===== src/hdl/sample_average_gamma2_quantize_macros.svh =====
// Assertion helpers for the tone map block
`ifndef SAMPLE_AVERAGE_GAMMA2_QUANTIZE_MACROS_SVH
`define SAMPLE_AVERAGE_GAMMA2_QUANTIZE_MACROS_SVH

// Check an implication on every clock edge outside reset
`define SAGQ_ASSERT_IMP(label, clk, rst, ante, cons) \
   label: assert property (@(posedge clk) disable iff (rst) (ante) |-> (cons)) \
      else $error("assertion failed");

// Check an implication in the cycle after the antecedent
`define SAGQ_ASSERT_NEXT(label, clk, rst, ante, cons) \
   label: assert property (@(posedge clk) disable iff (rst) (ante) |=> (cons)) \
      else $error("assertion failed");

`endif


===== src/hdl/sagq_pkg.sv =====
`timescale 1ns / 1ps
package sagq_pkg;
   localparam int SumWidth   = 32;
   localparam int CountWidth = 16;
   localparam int ByteWidth  = 8;
   localparam int RootWidth  = 16;
   localparam int Channels   = 3;
   localparam logic [SumWidth-1:0] SatLimit = 32'd65025;
   localparam logic [ByteWidth-1:0] ByteMax = 8'd255;
   // Quotient bits resolved per divider cell
   localparam int DivBitsPerCell = 2;
   localparam int DivCells       = SumWidth / DivBitsPerCell;
   // One root bit per root cell
   localparam int RootCells      = ByteWidth;

   // Division working word for one channel
   typedef struct packed {
      logic [SumWidth-1:0]   rem;
      logic [SumWidth-1:0]   quo;
      logic [SumWidth-1:0]   num;
   } div_lane_type;

   // Root working word for one channel
   typedef struct packed {
      logic [RootWidth-1:0] x;
      logic [RootWidth-1:0] root;
      logic                 sat;
   } root_lane_type;
endpackage


===== src/hdl/sagq_root_cell.sv =====
`timescale 1ns / 1ps
module sagq_root_cell #(
   parameter int Index = 0
) (
   input  logic                   clock,
   input  logic                   reset,
   input  logic                   valid_in,
   input  logic                   advance,
   input  sagq_pkg::root_lane_type lane_in [sagq_pkg::Channels],
   output logic                   valid_out,
   output sagq_pkg::root_lane_type lane_out [sagq_pkg::Channels]
);
   localparam logic [sagq_pkg::RootWidth-1:0] Bit =
      sagq_pkg::RootWidth'(1) << (2 * (sagq_pkg::RootCells - 1 - Index));

   logic                    valid_ff;
   sagq_pkg::root_lane_type lane_ff [sagq_pkg::Channels];
   sagq_pkg::root_lane_type lane_c  [sagq_pkg::Channels];

   // One digit step of the bitwise square root
   always_comb begin
      for (int c = 0; c < sagq_pkg::Channels; c++) begin
         lane_c[c].sat = lane_in[c].sat;
         if (lane_in[c].x >= lane_in[c].root + Bit) begin
            lane_c[c].x    = lane_in[c].x - (lane_in[c].root + Bit);
            lane_c[c].root = (lane_in[c].root >> 1) + Bit;
         end else begin
            lane_c[c].x    = lane_in[c].x;
            lane_c[c].root = lane_in[c].root >> 1;
         end
      end
   end

   always_ff @(posedge clock) begin
      if (reset) begin
         valid_ff <= 1'b0;
      end else if (advance) begin
         valid_ff <= valid_in;
      end
      if (advance) begin
         lane_ff <= lane_c;
      end
   end

   assign valid_out = valid_ff;
   assign lane_out  = lane_ff;
endmodule


===== config.mk =====
export PLATFORM = sky130hd
export DESIGN_NAME = sagq_root_cell
export DESIGN_NICKNAME = d
export VERILOG_FILES = /design/src/hdl/sample_average_gamma2_quantize_macros.svh /design/src/hdl/sagq_pkg.sv /design/src/hdl/sagq_root_cell.sv
export SDC_FILE = /design/constraint.sdc
export NUM_CORES = 1
export LEC_CHECK = 0
export BUFFER_PORTS_ARGS = -buffer_cell sky130_fd_sc_hd__buf_2
export CORE_ASPECT_RATIO = 0.9
export CORE_MARGIN = 4
export CORE_UTILIZATION = 47
export DETAILED_ROUTE_END_ITERATION = 16
export GPL_TIMING_DRIVEN = 0
export PLACE_DENSITY = 0.78
export SLEW_MARGIN = 20
export SYNTH_ARGS = -nofsm -noshare
export SYNTH_HDL_FRONTEND = slang
export SYNTH_SLANG_ARGS = --single-unit

===== constraint.sdc =====
create_clock -name clock -period 2.81 [get_ports clock]
set_clock_uncertainty 0.15 [all_clocks]
set_input_delay 0.281 -clock clock [delete_from_list [all_inputs] [get_ports clock]]
set_output_delay 0.281 -clock clock [all_outputs]
set_load 0.005 [all_outputs]

==> flow_summary_export.csv <==
group,metric,value,unit
die,core_area,13300,um2
cells_and_area,multiInputGateArea,3130,um2
cts,cts_tree,"yes",
die,die_area,15400,um2
cells_and_area,seqCellArea,2990,um2
routing,wl_met2,7950,um
global_route,grt_pass1_wl,26000,um
yosys,synth-seq-cells,100,
critical_path,r2r-start,"valid_out$_SDFFE_PP0P_",
yosys,synthSimpleGateAreaFrac,11.4,%
global_route,antenna_found_initial,0,
critical_path,path_buf_inv,4,
critical_path,crit_chain,"dlygate4sd3_1 -> buf_2 -> inv_1 -> ha_2 -> or3_4 -> a2bb2oi_2 -> a21o_1 -> a31o_4 -> buf_8 -> mux2_4",
critical_path,cp.required,2.76,ns
timing,hold_viol,0,
yosys,syn_area,6350,um2
placement,dp.final_hpwl,12300,um
cells_and_area,insertedDiodeCount,0,
yosys,synth_top_area_share,46.8,%
routing,top_layer_used,"met4",
placement,io_buffers,202,
timing,clock.fmax,363,MHz
yosys,yosysWarnings,0,
yosys,synth_compound_area_share,16.5,%
flow_run,cap_violations,0,
timing,drv_slew,0,
critical_path,r2r-end,"valid_out$_SDFFE_PP0P_",
cells_and_area,final_util,63.4,%
critical_path,critPathSlowestCell,"dlygate4sd3_1",
timing,finalCritPeriodShare,98.1,%
cts,cts_root_buf,"clkbuf_16",
timing,tightest_slew,0.530,ns
cells_and_area,area_growth,32.8,%
placement,place_area,7610,um2
yosys,synthXorXnorAreaFrac,4.82,%
die,die_h,118,um
die,io_pins,203,
yosys,ys_seq_area_share,47.1,%
placement,gp_congestion,0.911,
critical_path,worstSetupEndpointType,"flop",
timing,whs,0.0105,ns
routing,detail_route.wl_per_cell,16.2,um
hold_path,min_delay_path_depth,1,
global_route,overflow,0,
die,die_x,131,um
critical_path,crit_family,"buffers and inverters",
routing,met1Wirelength,6970,um
routing,drtPass1Iterations,6,
power,vdd_ir_drop_max,0.490,mV
cts,numCtsBuffers,9,
cts,cts.path.max_buffers,2,
die,start_util,47.7,%
hold_path,hold_path.class,"input pin to flop",
hold_path,hold-path-endpoint,"lane_out[34]$_DFFE_PP_",
yosys,ys_top_cells_by_area,"edfxtp_1 47%, ha_1 9.5%, a21oi_1 4.2%",
critical_path,path_max_fanout,10,
yosys,synth-async-reset-ratio,0,%
timing,min_period,2.76,ns
run_status,status,"completed",
yosys,avgSynthCellArea,10.7,um2
cells_and_area,fillers,1095,
cts,clk_latency,0.35,ns
yosys,synthAdderAreaFrac,10.4,%
cells_and_area,layout-drive-gt1-share,31.6,%
routing,wl_met3,1420,um
global_route,grt_start_max_net_pins,64,
timing,slew_headroom,63.8,%
critical_path,critPathLaunchType,"input pin",
die,rows,40,
cells_and_area,fin_nets,1007,
power,p_per_area,532,nW/um2
yosys,synthFlopType,"edfxtp_1",
timing,setup_viol,0,
yosys,synth_most_common_cell,"edfxtp_1",
yosys,synth_cell_types,64,
routing,drcViolationCount,0,
yosys,synth_top_family_by_area,"compound AO/OA/AOI/OAI gates",
cts,clk_pin_slew,0.07,ns
cts,clock-sinks,100,
cells_and_area,finalInstanceArea,8440,um2
yosys,postSynthCellCount,592,
yosys,syn_nets,746,
critical_path,r2r_cells,2,
critical_path,rrSetupSlack,2.07,ns
hold_path,hold_start,"lane_in[35]",
critical_path,crit_path_max_incr_delay,0.52,ns
yosys,synth_edf_count,99,
global_route,grt_pass1_vias,5274,
routing,drtIter0Drc,370,
yosys,synth_common_cells,"99 x edfxtp_1, 58 x inv_1, 53 x a21oi_1",
routing,wl,16600,um
routing,routed_via_density,5.40,
routing,vias,5543,
critical_path,worst_ep_arrival_time,2.71,ns
power,p_leak,3.84,nW
routing,ant_nets,0,
global_route,track_usage,21.2,%
yosys,muxShareOfSynthArea,5.41,%
critical_path,path_class,"input pin to flop",
yosys,yosys.area.top_type,"edfxtp_1",
cts,cts_max_level,3,
[power by group]
| group | internal [W] | switching, W | leakage (nW) |
|---|---|---|---|
| Clock | 0.000691 | 0.000559 | 0.144 |
| Sequential | 0.00186 | 0.0000389 | 0.977 |
| Combinational | 0.000639 | 0.000695 | 2.72 |
[worst register-to-register path: cells and delay by family, from the launching register on]
family | cells | cell delay [ns]
simple gates | 1 | 0.05
flops | 1 | 0.31
mux | 1 | 0.13
[layout by cell type, fill, tap and decap left out, types with 15 or more instances in the layout]
| cell | count |
|---|---|
| buf_2 | 202 |
| edfxtp_1 | 99 |
| inv_1 | 58 |
| a21oi_1 | 50 |
| nor2_1 | 48 |
| ha_1 | 45 |
| dlygate4sd3_1 | 45 |
| nand2_1 | 35 |
| o21ai_0 | 30 |
| xnor2_1 | 22 |
| a21o_1 | 16 |
| mux2_2 | 15 |
[metrics by stage]
step / power (W) / instances / TNS (ns) / setup WS, ns
6_report: 0.00448 / 1026 / 0 / 0.0537
5_1_grt: 0.00472 / 1026 / -0.0138 / -0.00384
4_1_cts: 0.00447 / 1023 / 0 / 0.0139
3_5_place_dp: 0.00316 / 963 / -7.59 / -0.389
3_3_place_gp: 0.00314 / 962 / -6.80 / -0.357
2_1_floorplan: 0.00269 / 592 / 0 / 0.168
[timing repair]
item / in CTS / in global routing
setup buffers: 0 / 3
pin swaps: 0 / 5
endpoints found under the setup margin: 7 / 37
hold buffers: 44 / 1
gates resized for setup: 1 / 20
hold endpoints to repair: 44 / 1
[how the worst max path moves through the flow]
stage	slack, ns	from	to	cells after the start
floorplan	0.17	lane_in[17]	lane_out[22]$_DFFE_PP_	10
global placement	-0.36	lane_in[83]	lane_out[95]$_DFFE_PP_	11
detailed placement	-0.39	lane_in[83]	lane_out[97]$_DFFE_PP_	11
CTS	0.01	lane_in[7]	lane_out[22]$_DFFE_PP_	10
global route	-0.004	lane_in[81]	lane_out[91]$_DFFE_PP_	10
finish	0.05	lane_in[7]	lane_out[27]$_DFFE_PP_	10
[flip-flops by register name (all words and copies together) (netlist names)]
name / count
lane_out: 99
valid_out: 1
[logic make-up after synthesis]
logic type | Yosys count
AOI/OAI and AO/OA | 162
and+or+nand+nor | 147
DFF | 100
buffers and inverters | 69
adders and majority gates | 51
xor gates and xnor gates | 35
muxes | 28
[routing by layer]
| layer | track usage [%] | up-vias |
|---|---|---|
| met4 | 5.78 | 0 |
| met2 | 34.8 | 234 |
| met1 | 26.5 | 2569 |
| li1 | - | 2716 |
| met3 | 7.32 | 24 |
| met5 | 0 | - |
[final cells by class]
class	count	share of cell area, %
Multi-Input combinational cell	423	37.1
Sequential cell	100	35.5
Timing Repair Buffer	251	18.1
Clock buffer	10	2.71
Inverter	58	2.58
Tap cell	168	2.49
Clock inverter	6	0.771
Buffer	10	0.727
Note: power is estimated with default switching activity, not from simulation.
