==> src/hdl/sample_average_gamma2_quantize_macros.svh <==
// Assertion helpers for the tone map block
`ifndef SAMPLE_AVERAGE_GAMMA2_QUANTIZE_MACROS_SVH
`define SAMPLE_AVERAGE_GAMMA2_QUANTIZE_MACROS_SVH

// Check an implication on every clock edge outside reset
`define SAGQ_ASSERT_IMP(label, clk, rst, ante, cons) \
   label: assert property (@(posedge clk) disable iff (rst) (ante) |-> (cons)) \
      else $error("assertion failed");

// Check an implication in the cycle after the antecedent
`define SAGQ_ASSERT_NEXT(label, clk, rst, ante, cons) \
   label: assert property (@(posedge clk) disable iff (rst) (ante) |=> (cons)) \
      else $error("assertion failed");

`endif

==> src/hdl/sagq_pkg.sv <==
`timescale 1ns / 1ps
package sagq_pkg;
   localparam int SumWidth   = 32;
   localparam int CountWidth = 16;
   localparam int ByteWidth  = 8;
   localparam int RootWidth  = 16;
   localparam int Channels   = 3;
   localparam logic [SumWidth-1:0] SatLimit = 32'd65025;
   localparam logic [ByteWidth-1:0] ByteMax = 8'd255;
   // Quotient bits resolved per divider cell
   localparam int DivBitsPerCell = 2;
   localparam int DivCells       = SumWidth / DivBitsPerCell;
   // One root bit per root cell
   localparam int RootCells      = ByteWidth;

   // Division working word for one channel
   typedef struct packed {
      logic [SumWidth-1:0]   rem;
      logic [SumWidth-1:0]   quo;
      logic [SumWidth-1:0]   num;
   } div_lane_type;

   // Root working word for one channel
   typedef struct packed {
      logic [RootWidth-1:0] x;
      logic [RootWidth-1:0] root;
      logic                 sat;
   } root_lane_type;
endpackage

==> src/hdl/sagq_div_cell.sv <==
`timescale 1ns / 1ps
module sagq_div_cell #(
   parameter int Index = 0
) (
   input  logic                                clock,
   input  logic                                reset,
   input  logic                                valid_in,
   input  logic                                advance,
   input  logic [sagq_pkg::CountWidth-1:0]     divisor_in,
   input  sagq_pkg::div_lane_type              lane_in [sagq_pkg::Channels],
   output logic                                valid_out,
   output logic [sagq_pkg::CountWidth-1:0]     divisor_out,
   output sagq_pkg::div_lane_type              lane_out [sagq_pkg::Channels]
);
   logic                                valid_ff;
   logic [sagq_pkg::CountWidth-1:0]     divisor_ff;
   sagq_pkg::div_lane_type              lane_ff [sagq_pkg::Channels];
   sagq_pkg::div_lane_type              lane_in_c [sagq_pkg::Channels];

   // Resolve two quotient bits, most significant first
   always_comb begin
      logic [sagq_pkg::SumWidth:0] trial;
      logic [sagq_pkg::SumWidth-1:0] r;
      logic [sagq_pkg::SumWidth-1:0] q;
      int bpos;
      for (int c = 0; c < sagq_pkg::Channels; c++) begin
         r = lane_in[c].rem;
         q = lane_in[c].quo;
         for (int k = 0; k < sagq_pkg::DivBitsPerCell; k++) begin
            bpos = sagq_pkg::SumWidth - 1 - Index * sagq_pkg::DivBitsPerCell - k;
            trial = {r, lane_in[c].num[bpos]};
            if (trial >= {{(sagq_pkg::SumWidth-sagq_pkg::CountWidth+1){1'b0}}, divisor_in})
               begin
               trial = trial - {{(sagq_pkg::SumWidth-sagq_pkg::CountWidth+1){1'b0}},
                  divisor_in};
               q[bpos] = 1'b1;
            end else begin
               q[bpos] = 1'b0;
            end
            r = trial[sagq_pkg::SumWidth-1:0];
         end
         lane_in_c[c].rem = r;
         lane_in_c[c].quo = q;
         lane_in_c[c].num = lane_in[c].num;
      end
   end

   // Advance when the chain moves
   always_ff @(posedge clock) begin
      if (reset) begin
         valid_ff <= 1'b0;
      end else if (advance) begin
         valid_ff <= valid_in;
      end
      if (advance) begin
         divisor_ff <= divisor_in;
         lane_ff    <= lane_in_c;
      end
   end

   assign valid_out   = valid_ff;
   assign divisor_out = divisor_ff;
   assign lane_out    = lane_ff;
endmodule

==> config.mk <==
export PLATFORM = sky130hd
export DESIGN_NAME = sagq_div_cell
export DESIGN_NICKNAME = d
export VERILOG_FILES = /design/src/hdl/sample_average_gamma2_quantize_macros.svh /design/src/hdl/sagq_pkg.sv /design/src/hdl/sagq_div_cell.sv
export SDC_FILE = /design/constraint.sdc
export NUM_CORES = 1
export LEC_CHECK = 0
export BUFFER_PORTS_ARGS = -buffer_cell sky130_fd_sc_hd__buf_2
export CAP_MARGIN = 20
export CORE_MARGIN = 1.5
export CORE_UTILIZATION = 30
export DETAILED_ROUTE_END_ITERATION = 16
export SLEW_MARGIN = 20
export SYNTH_ARGS = -nofsm -noshare
export SYNTH_HDL_FRONTEND = slang
export SYNTH_SLANG_ARGS = --single-unit
==> constraint.sdc <==
create_clock -name clock -period 21.4 [get_ports clock]
set_input_delay 4.28 -clock clock [delete_from_list [all_inputs] [get_ports clock]]
set_output_delay 4.28 -clock clock [all_outputs]
set_load 0.02 [all_outputs]
==> results.md, run 1 <==
* Result of the run: complete, no violations
* Ports placed on the boundary at 613
* Number of clock sinks at 305
* Top cells by count, synth: sky130_fd_sc_hd__edfxtp_1, sky130_fd_sc_hd__nor2_1, sky130_fd_sc_hd__nand2_1, sky130_fd_sc_hd__a21oi_1, sky130_fd_sc_hd__xnor2_1
* Worst Hold Endpoint: valid_out
* Kind of start point of the critical path: primary input
* Dominant cell by count in the synthesized netlist: sky130_fd_sc_hd__edfxtp_1
* RSZ-0062 raised after global routing: no
* Routed via count divided by cell count at 5.14
* Skew-Pair Late Insertion Delay at 550 ps
* Number of synthesized register bits at 305
* Capture point of the worst reg-to-reg path: valid_out
* Category of the worst setup path capture point: flop
* Antenna-violating nets left at 0
* Half-perimeter wire length after placement at 57.5 mm
* Int Power at 0.00134 W
* Antenna violations before repair at 27
* Max-slew violation count at 0
* Final period utilization at 53.0%
* Synth warnings at 0
* Number of cell instances on the worst register-to-register path at 2
* Die X-Extent at 246 um
* Leakage dissipation at 9.48 nW
* Starting utilization of the core area at 30.5%
* Wire length of the first global-routing pass at 100 mm
* Max clock buf depth at 3
* Syn Inst Count at 1,619
* Clock power share at 32.1%
* Gr usage total at 22.6%
* Layout cell share with drive strength beyond 1 at 32.4%
* Setup Fix Bufs, Post-CTS at 0
* Critical register-to-register path startpoint: valid_out
* Highest achievable clock rate at 0.0881 GHz
* Post-placement worst setup slack at 9600 ps
* Iter 0 DRT Violations at 1,049
* Maximum number of pins on one net before global-route repair at 110
* Via count at 15,600
* Htree depth at 2
* Layout overhead on the synthesized area at 29.1%
* Final setup margin at 10,050 ps
* Area inside the core boundary at 58,000 um^2
* Share of the synthesized area in the top cell type at 51.6%
* Most used DFF post-synth: sky130_fd_sc_hd__edfxtp_1
* Row cnt at 88
* Peak supply drop at 0.0707 mV
* Class of the tightest hold or removal check: flop to flop
* Number of nets produced by synthesis at 2,029
* Power density relative to cell area at 88.5 nW/um^2
* Sum of negative setup slack at 0 ps
* Crit path top cell by count: sky130_fd_sc_hd__a21oi_1
* Sequential share of power at 38.0%
* DRC violation count after routing at 0
* Worst endpoint data arrival time at 11,640 ps
* Worst hold path depth at 2
* Wire per inst at 23.5 um
* Clock-pin slew reported for the worst setup and hold paths after clock tree synthesis at 60 ps
* GP Congestion at 1.01
* Syn Std Cell Area at 17,700 um^2
* Crit path time final at 11,350 ps
* Final Skew at 0 ps
* # nets final at 2,648
* Crit-path leading delay family: compound AO/OA/AOI/OAI gates
* Detailed-routing iteration count for the pre-antenna-repair pass at 5
* Hold Buf Count CTS at 0
* Post-synth top area cell: sky130_fd_sc_hd__edfxtp_1
* Number of enable-type register cells in the synthesized netlist at 304
* Critical-path cell with the highest stage delay: sky130_fd_sc_hd__o41ai_1
* Die Footprint at 60,500 um^2
* Worst-path maximum fanout at 38
* Slack of the worst reg-to-reg path at 20,800 ps
* Cells resized by post-CTS repair at 0
* Biggest cell delay along the critical path at 670 ps
* Total Routed Length at 71.4 mm
* Net switching share of the total power at 33.5%
* Transition time of the tightest slew-check pin at 891 ps
* Cells along the critical path: buf_2, inv_1, ha_1, a21oi_1, nor2_1, o41ai_1, o2111a_1, and2_1, inv_1, a21oi_1, ha_1, nor2b_1, o31a_1, o221ai_1, a21oi_1, a221o_1, o21ai_0, nand2_1, a21o_1, nor3_1, nand2_1, buf_4, mux2_2
* Dominant cells by area after synthesis: sky130_fd_sc_hd__edfxtp_1, sky130_fd_sc_hd__ha_1, sky130_fd_sc_hd__xnor2_1
* Root Driver: sky130_fd_sc_hd__clkbuf_16
* Net switching power figure at 0.000677 W
* Worst hold start: valid_out
* Seq/Total Area, Yosys at 51.7%
* Buffer and inverter count on the worst path at 4
* Port Buffer Count at 606
* Standard cell area after detailed placement at 21,600 um^2
* CP Class: primary input to flop
* TritonCTS buffer count at 39
* Number of global-route vias before repair at 15,000
* Max-capacitance violation count at 0
* Number of different library cells in the post-synthesis netlist at 90
* Average instance area after synthesis at 10.9 um^2
* Congestion Overflow GR at 0
* Proportion of power drawn by combinational gates at 29.9%
* Final hold vios at 0
* Final setup fails at 0
* Data required time of the worst path at 21,690 ps
* Clock tree from TritonCTS: done
* Utilization after layout at 39.4%
* Overall power after layout at 0.00202 W
* Die extent in y at 246 um
* Fin area at 22,900 um^2
* Async S/R FF share, synth at 0%
* Relative max-transition margin at 39.8%
==> how the worst max path moves through the flow <==
stage                         startpoint            end  slack [ps]  cells after the start
after floorplan            divisor_in[1]   lane_out[65]       11330                     25
after global placement     divisor_in[1]   lane_out[65]        9800                     25
after detailed placement  divisor_in[10]  lane_out[186]        9600                     24
after CTS                 divisor_in[10]  lane_out[186]       10200                     24
after global routing      divisor_in[10]  lane_out[186]        9730                     24
final                     divisor_in[10]  lane_out[171]       10050                     23
==> metrics by stage <==
step / hold WS [ps] / instances
after detailed placement: 489 / 2962
after global routing: 533 / 3037
final: 517 / 3041
after CTS: 506 / 3033
after floorplan: 579 / 1619
after global placement: 472 / 2962
==> cells in the final DEF (no fill, tap or decap), types with 14 or more instances in the layout <==
cell type,count
sky130_fd_sc_hd__nor2b_1,16
sky130_fd_sc_hd__nor2_1,147
sky130_fd_sc_hd__nand4_1,21
sky130_fd_sc_hd__o21ai_0,86
sky130_fd_sc_hd__a21oi_1,125
sky130_fd_sc_hd__a211oi_1,20
sky130_fd_sc_hd__xor2_1,45
sky130_fd_sc_hd__nand3_1,29
sky130_fd_sc_hd__inv_1,69
sky130_fd_sc_hd__o21a_1,16
sky130_fd_sc_hd__a21o_1,36
sky130_fd_sc_hd__nor4_1,21
sky130_fd_sc_hd__or2_2,14
sky130_fd_sc_hd__nand2_1,146
sky130_fd_sc_hd__edfxtp_1,304
sky130_fd_sc_hd__clkbuf_16,40
sky130_fd_sc_hd__nand2b_1,22
sky130_fd_sc_hd__xnor2_1,97
sky130_fd_sc_hd__ha_1,96
sky130_fd_sc_hd__buf_2,605
sky130_fd_sc_hd__o31ai_1,15
sky130_fd_sc_hd__nor3_1,32
==> worst reg2reg max path: cells and delay by family (launching register included) <==
family,cells,cell delay [ps]
flops,1,310
mux,1,130
simple gates,1,50
==> registers in the layout, summed over array words and instances, names as in the netlist <==
| name | cells |
|---|---|
| valid_out | 1 |
| lane_out | 288 |
| divisor_out | 16 |
==> routing by layer <==
metal	wire length, um	global-route usage (%)
met4	2480	7.90
met5	82	0
met2	34700	38.7
met1	28800	28.0
met3	5260	4.76
==> layout make-up <==
cell class / count / area [um^2]
Timing Repair Buffer: 617 / 3130
Fill cell: 5697 / 35200
Clock buffer: 47 / 1030
Clock inverter: 24 / 225
Antenna cell: 8 / 20.0
Inverter: 72 / 270
Multi-Input combinational cell: 1203 / 8080
Sequential cell: 305 / 9150
Tap cell: 765 / 957
==> logic make-up (layout without fill, tap and decap cells) <==
| logic type | after synthesis | after routing | share of synthesized area, % |
|---|---|---|---|
| fa+ha+maj | 102 | 102 | 7.46 |
| compound gates | 403 | 403 | 14.7 |
| simple gates | 538 | 538 | 15.4 |
| other cells | 0 | 8 | 0 |
| mux | 18 | 18 | 1.12 |
| flops | 305 | 305 | 51.7 |
| xor+xnor | 142 | 142 | 7.02 |
| buf+inv | 111 | 760 | 2.71 |
==> power groups by stage <==
stage | sequential (W) | combinational [W] | clock, W
after global placement | 0.000779 | 0.000596 | 0
after CTS | 0.000769 | 0.000605 | 0.000667
after global routing | 0.000776 | 0.000653 | 0.000690
after detailed placement | 0.000780 | 0.000601 | 0
final | 0.000769 | 0.000604 | 0.000649
after floorplan | 0.000875 | 0.000279 | 0
Note: power is estimated with default switching activity, not from simulation.
==> run 2, diff against run 1 <==
clock period = 10.7 ns   (was 21.4 ns; I/O delays follow)
==> run 2 against run 1 <==
Compared with the run above: die area unchanged; non-clock buffer count up 5; count of clock-buffer cells in the layout down 4; via count down 0.15%; clock skew unchanged; largest cell class unchanged.
==> results.md, run 2 (synthesis gave the netlist of run 1 again) <==
* Result of the run: complete, no violations
* GP Congestion at 1.03
* Area inside the core boundary at 58,000 um^2
* Htree depth at 2
* Final Skew at 0 ps
* Cells along the critical path: buf_2, inv_1, ha_1, nor2b_1, o31ai_1, a21oi_1, a21oi_1, and2_1, buf_4, inv_2, a21oi_1, ha_1, nor2b_1, o21ai_0, a21oi_1, o21ai_0, a21oi_1, a31o_2, a21oi_1, nand4b_1, nor3_4, or2_2, nor3_1, xor2_1
* Starting utilization of the core area at 30.5%
* Via count at 15,600
* Ports placed on the boundary at 613
* Die extent in y at 246 um
* Post-placement worst setup slack at 1480 ps
* Transition time of the tightest slew-check pin at 969 ps
* Highest achievable clock rate at 0.115 GHz
* Routed via count divided by cell count at 5.12
* Setup Fix Bufs, Post-CTS at 0
* Category of the worst setup path capture point: flop
* Peak supply drop at 0.175 mV
* Iter 0 DRT Violations at 985
* Max-capacitance violation count at 0
* Class of the tightest hold or removal check: flop to flop
* Layout cell share with drive strength beyond 1 at 32.8%
* Antenna-violating nets left at 0
* Max-slew violation count at 0
* Skew-Pair Late Insertion Delay at 550 ps
* Utilization after layout at 39.7%
* Leading cell type in the layout, fill and taps excluded: sky130_fd_sc_hd__buf_2
* Wire length of the first global-routing pass at 99.4 mm
* Clock tree from TritonCTS: done
* Row cnt at 88
* Int Power at 0.00281 W
* Slack of the worst reg-to-reg path at 10,110 ps
* Total Routed Length at 70.6 mm
* Relative max-transition margin at 34.5%
* Number of cell instances on the worst register-to-register path at 2
* Max reg flops at 288
* DRC violation count after routing at 0
* Clock-pin slew reported for the worst setup and hold paths after clock tree synthesis at 60 ps
* Net switching power figure at 0.00137 W
* Critical register-to-register path startpoint: valid_out
* Final hold vios at 0
* Number of global-route vias before repair at 14,900
* Die X-Extent at 246 um
* Die Footprint at 60,500 um^2
* Sequential share of power at 36.9%
* Maximum number of pins on one net before global-route repair at 110
* Number of clock sinks at 305
* Worst endpoint data arrival time at 8970 ps
* Final period utilization at 81.1%
* Crit path top cell by count: sky130_fd_sc_hd__a21oi_1
* Worst-path maximum fanout at 25
* Cells resized by post-CTS repair at 0
* Worst Hold Endpoint: valid_out
* Power density relative to cell area at 181 nW/um^2
* Sum of negative setup slack at 0 ps
* Commonest cells after routing, fill and taps aside: sky130_fd_sc_hd__buf_2, sky130_fd_sc_hd__edfxtp_1, sky130_fd_sc_hd__nor2_1, sky130_fd_sc_hd__nand2_1, sky130_fd_sc_hd__a21oi_1
* Max clock buf depth at 3
* Capture point of the worst reg-to-reg path: valid_out
* RSZ-0062 raised after global routing: no
* Buffer and inverter count on the worst path at 4
* Crit-path leading delay family: compound AO/OA/AOI/OAI gates
* # nets final at 2,653
* Proportion of power drawn by combinational gates at 28.8%
* Placed cell count at 2,967
* Gr usage total at 22.4%
* Port Buffer Count at 606
* Detailed-routing iteration count for the pre-antenna-repair pass at 5
* Clock power share at 34.4%
* Crit path time final at 8670 ps
* Net switching share of the total power at 32.7%
* Biggest cell delay along the critical path at 800 ps
* Final setup fails at 0
* Antenna violations before repair at 24
* Worst hold start: valid_out
* CP Class: primary input to flop
* Final standard cell count with taps included and fillers excluded at 3,047
* Data required time of the worst path at 11,000 ps
* Half-perimeter wire length after placement at 57.0 mm
* Critical-path cell with the highest stage delay: sky130_fd_sc_hd__nor3_4
* Worst Hold Margin at 503 ps
* Layout overhead on the synthesized area at 30.1%
* Hold Buf Count CTS at 0
* TritonCTS buffer count at 39
* Leakage dissipation at 9.58 nW
* Congestion Overflow GR at 0
* Wire per inst at 23.2 um
* Root Driver: sky130_fd_sc_hd__clkbuf_16
* Final setup margin at 2030 ps
* Kind of start point of the critical path: primary input
* Worst hold path depth at 2
run 2: cell types whose count changed in the layout (fill, tap and decap cells not counted), sizes merged:
cell      before  now
diode          8    9
clkbuf        47   43
clkinv        12   13
buf          617  622
clkinvlp       6    3
bufinv         3    8
inv           75   76
run 2: area by class of cell:
class | instances | area, um^2
Inverter | 72 | 270
Clock inverter | 28 | 383
Fill cell | 5660 | 35000
Antenna cell | 9 | 22.5
Timing Repair Buffer | 622 | 3160
Clock buffer | 43 | 1010
Tap cell | 765 | 957
Multi-Input combinational cell | 1203 | 8080
Sequential cell | 305 | 9150
run 2: how the worst max path moves through the flow:
| stage | start | end | slack [ps] | cells past startpoint |
|---|---|---|---|---|
| 6_report | divisor_in[1] | lane_out[280] | 2030 | 24 |
| 5_1_grt | divisor_in[1] | lane_out[274] | 1620 | 24 |
| 4_1_cts | divisor_in[12] | lane_out[65] | 2090 | 25 |
| 3_5_place_dp | divisor_in[1] | lane_out[280] | 1480 | 24 |
| 3_3_place_gp | divisor_in[12] | lane_out[65] | 1610 | 25 |
| 2_1_floorplan | divisor_in[1] | lane_out[65] | 2770 | 25 |
run 2: worst register-to-register path, stage by stage, from the launching register on:
cell and delay [ps]:
sky130_fd_sc_hd__dfxtp_1 310, sky130_fd_sc_hd__mux2i_1 120, sky130_fd_sc_hd__nor2_1 60
run 2: metal layers:
layer / vias up / part of all wire (%) / track usage [%]
met5: - / 0.057 / 0
met2: 624 / 49 / 38.4
met4: 6 / 2.7 / 6.62
li1: 7331 / - / -
met3: 104 / 6.7 / 3.98
met1: 7542 / 41 / 28.5
run 2: metrics by stage:
stage,area (um^2),power (W)
floorplan,17700,0.00231
global placement,21600,0.00274
detailed placement,21600,0.00276
CTS,23000,0.00422
global route,23000,0.00437
finish,23000,0.00418
run 2: power groups by stage:
stage	Clock, W	Combinational [W]	Sequential, W
6_report	0.00144	0.00120	0.00154
5_1_grt	0.00151	0.00130	0.00155
4_1_cts	0.00147	0.00120	0.00154
3_5_place_dp	0	0.00120	0.00156
3_3_place_gp	0	0.00118	0.00156
2_1_floorplan	0	0.000557	0.00175
